**src/design/ldst_ram.sv**
```systemverilog
// Generic simple dual-port RAM: one write port, one registered read port.
module ldst_ram #(
	parameter int unsigned WIDTH = 8,
	parameter int unsigned DEPTH = 16
) (
	input  logic                     clk,
	input  logic                     we,
	input  logic [$clog2(DEPTH)-1:0] waddr,
	input  logic [WIDTH-1:0]         wdata,
	input  logic                     re,
	input  logic [$clog2(DEPTH)-1:0] raddr,
	output logic [WIDTH-1:0]         rdata
);

	logic [WIDTH-1:0] mem_q [DEPTH];

	// read-first: a read at the address being written returns the old word
	always_ff @(posedge clk) begin
		if (we) begin
			mem_q[waddr] <= wdata;
		end
		if (re) begin
			rdata <= mem_q[raddr];
		end
	end

endmodule

```
**config.mk**
```make
export PLATFORM = sky130hd
export DESIGN_NAME = ldst_ram
export DESIGN_NICKNAME = d
export VERILOG_FILES = /design/src/design/ldst_ram.sv
export SDC_FILE = /design/constraint.sdc
export NUM_CORES = 1
export LEC_CHECK = 0
export ABC_AREA = 1
export BUFFER_PORTS_ARGS = -buffer_cell sky130_fd_sc_hd__buf_2
export CORE_ASPECT_RATIO = 1.2
export CORE_MARGIN = 10
export CORE_UTILIZATION = 50
export CTS_CLUSTER_DIAMETER = 120
export DETAILED_ROUTE_END_ITERATION = 12
export GPL_TIMING_DRIVEN = 0
export PLACE_DENSITY = 0.63
export SLEW_MARGIN = 20
export SYNTH_ARGS = -nofsm -noshare
export SYNTH_HDL_FRONTEND = slang
export SYNTH_SLANG_ARGS = --single-unit
```
**constraint.sdc**
```tcl
create_clock -name clk -period 2.5 [get_ports clk]
set_input_delay 0.625 -clock clk [delete_from_list [all_inputs] [get_ports clk]]
set_output_delay 0.625 -clock clk [all_outputs]
set_load 0.02 [all_outputs]
```
Word level (Yosys, flattened, before mapping)

Memories as Yosys holds them, arrays and structs flattened. A register that Yosys moved wholly into a read port is not among the register bits.
Cells that the tools add are included.

Flip-flop bits (word level): 0
Bits in writable memories: 128
Bits of input ports: 19
Word-level logic and storage cells: 3
Memories: 1

Memory list:

| memory | words | width | rd ports | clocked after memory_dff | wr ports | RTL line | RTL |
|---|---|---|---|---|---|---|---|
| mem_q  | 16    | 8     | 1        | 1                        | 1        | 15       | `logic [WIDTH-1:0] mem_q [DEPTH];` |

Muxes and demuxes: 2

Operator list:

| operator | number |
|---|---|
| $mux W1  | 2 |

Logic depth before layout (Yosys ltp)

Depth in word-level cells: 2
Depth in mapped cells: 8

Worst setup path before layout

No wires, ideal clock.

Kind: input-to-reg
Start point: in waddr[2]
End point: mem mem_q[10][0] (enable)
Library setup time: 0.370 ns
Data arrival time: 1.206 ns
Required time: 2.130 ns
Setup slack: 0.924 ns
Stages on the path: 2
Buffers on the path: 0
Cells stage by stage: nand3b_1 nor2_1

RTL lines:

| what        | RTL line | RTL |
|---|---|---|
| from (decl) | 8        | `input logic [$clog2(DEPTH)-1:0] waddr,` |
| to (decl)   | 15       |  |

Straight into the memory's write port.

Worst setup path after layout

Start point: in waddr[3]
End point: mem mem_q[4][2] (enable)

Straight into the memory's write port.

==> impl_metrics.toml <==
[logic_synthesis]
synth_cell_type_count = 11
synth-seq-cells = 136
synth_area_leaders = "edfxtp_1 (70%), nand2_1 (11%), nand3_1 (8.3%)"
synth-compound-area-share = 0
synthMuxAreaShare = 0
synth_fp_nets = 570
synth_seq_area_share = 0.698
yosysTopAreaCellShare = 0.698
yosys-top-cells-count = "nand2_1 (173), edfxtp_1 (136), inv_1 (100)"
async_reset_ff_frac = 0
synth_largest_area_cell = "edfxtp_1"
syn_inst = 551
yosysMostFrequentCell = "nand2_1"
ys_warn_count = 0
synth-edff-count = 136
syn_area_um2 = 5850
synth_top_flop_cell = "edfxtp_1"
synth_top_family_by_area = "simple AND/OR/NAND/NOR gates"
synth-simple-area-share = 0.208
synth_area_per_cell_um2 = 10.6
synth-xor-area-share = 0
synthAdderAreaFrac = 0

[route]
routedWlPerCell_um = 18.1
ant_nets = 0
wirelength_um = 13800
vias = 3923
drt_first_iter_violations = 293
drc = 0
viasPerCell = 5.14
dr.pass1.iters = 5

[timing]
setup_ws_ps = 808
fin_crit_sh = 0.677
skew_ps = 4.61
fmax_mhz = 591
hold_slack_ps = 565
fin_crit_ps = 1690
worstMarginPinSlew_ps = 914
setup_violations = 0
hold_viol_final = 0
drv_slew = 0
fin_tns_setup_ps = 0
relSlewSlack = 0.388
rsz0062_at_grt = "false"

[critical_path]
crit_arrival_ps = 1730
worstSetupStartpoint = "waddr[3]"
crit_type = "in -> reg"
crit_fanout = 8
regToRegSetupSlack_ps = 1290
required_ps = 2540
reg2reg_depth = 6
r2r-start = "mem_q[3][0]"
r2r-end = "rdata[0]"
worstSetupEndpointType = "flip-flop"
startpoint_type = "input pin"

[die]
start_util = 0.508
core-area_um2 = 11500
fp-row-count = 43
die_w_um = 119
die_h_um = 138
io_pins = 27
die-area_um2 = 16400

[min_path]
worstHoldStart = "re"
whs_endpoint = "rdata[7]"
worstHoldPathCells = 1
hold_path.class = "in -> reg"

[clocking]
post_cts_buffers = 0
clockBufferDepth = 2
path_clk_slew_ps = 60
cts_root_buf = "clkbuf_16"
htree_levels = 4
insertion_delay_ps = 410
cts.sinks = 136
cts-buffers-inserted = 17
cts_hold_buf = 0
cts-resized-gates = 0
cts_tree = "built"

[final_layout]
fin_cells = 763
synthToLayoutAreaGrowth_pct = 15.8
drive_above_1_share = 0.127
final_nets = 612
antenna_cells = 0

[grt]
grt_overflow_total = 0
grt_max_degree = 17
grt_pass1_wl_um = 21500
antenna_found_initial = 0
grt_pass1_vias = 3756
track_usage = 0.171

[placed_design]
hpwl_um = 9240
gp_congestion = 0.888
dp.cells = 731
dp_slack_ps = 413
io_buffers = 23

[pwr]
p_leak_nw = 2.91
p_per_area_nw_per_um2 = 812
ir_worst_vdd_mv = 0.435

[run_status]
status = "finished clean"

[run]
drv_cap = 0
==> metal layers <==
metal | vias to the layer above | wire (um) | GRT usage
met5 | - | 0 | 0
met4 | 0 | 279 | 0.0612
met3 | 18 | 1010 | 0.0399
met2 | 171 | 6550 | 0.267
met1 | 1865 | 5930 | 0.230
li1 | 1869 | - | -
==> report_power, final <==
group	switching (mW)	total (mW)	leakage [nW]	internal, mW
Combinational	0.243	0.339	1.39	0.0960
Sequential	0.0116	2.58	1.24	2.57
Clock	0.921	2.58	0.287	1.66
Total	1.18	5.50	2.91	4.32
==> kinds of logic (layout without fill, tap and decap cells) <==
family | count (synthesis) | after routing
DFF | 136 | 136
and+or+nand+nor | 289 | 289
buffers and inverters | 126 | 181
==> cells in the final DEF, fill, tap and decap left out <==
cell	n
clkinv_4	1
clkinvlp_4	4
clkinv_2	3
nor2_1	17
clkinv_1	2
nand2_1	173
inv_1	100
clkbuf_16	17
clkbuf_1	1
buf_4	4
buf_6	6
buf_1	1
nand3_1	97
nand3b_1	2
buf_2	36
inv_2	2
bufinv_16	4
edfxtp_1	136
==> metrics by stage <==
step / total power [mW] / instance area (um2) / util
after CTS: 5.51 / 6770 / 0.588
after global placement: 2.95 / 6160 / 0.535
after detailed placement: 2.96 / 6160 / 0.535
final: 5.50 / 6770 / 0.588
after floorplan: 2.82 / 5850 / -
after global routing: 5.65 / 6770 / 0.588
==> critical path: stages <==
cell,delay [ps]
buf_2,120
nand3b_1,260
nor2_1,720
==> layout make-up <==
class | count | area [um2]
timing repair buffer | 23 | 115
clock inverter | 14 | 181
sequential | 136 | 4080
clock buffer | 18 | 429
multi-input combinational | 289 | 1210
fill | 954 | 4740
tap | 157 | 196
buffer | 24 | 166
inverter | 102 | 383
==> sequential cells by signal (all words and copies together), names as in the netlist <==
signal	count
mem_q	128
rdata	8
==> worst max path at each step <==
stage              endpoint  slack [ps]  cells after the start
3_5_place_dp    mem_q[4][2]         410                      3
4_1_cts         mem_q[4][2]         800                      3
3_3_place_gp    mem_q[4][0]         400                      3
5_1_grt         mem_q[4][2]         690                      3
2_1_floorplan  mem_q[10][0]         920                      2
6_report        mem_q[4][2]         810                      3
No activity file was read; power rests on OpenSTA's default activity.
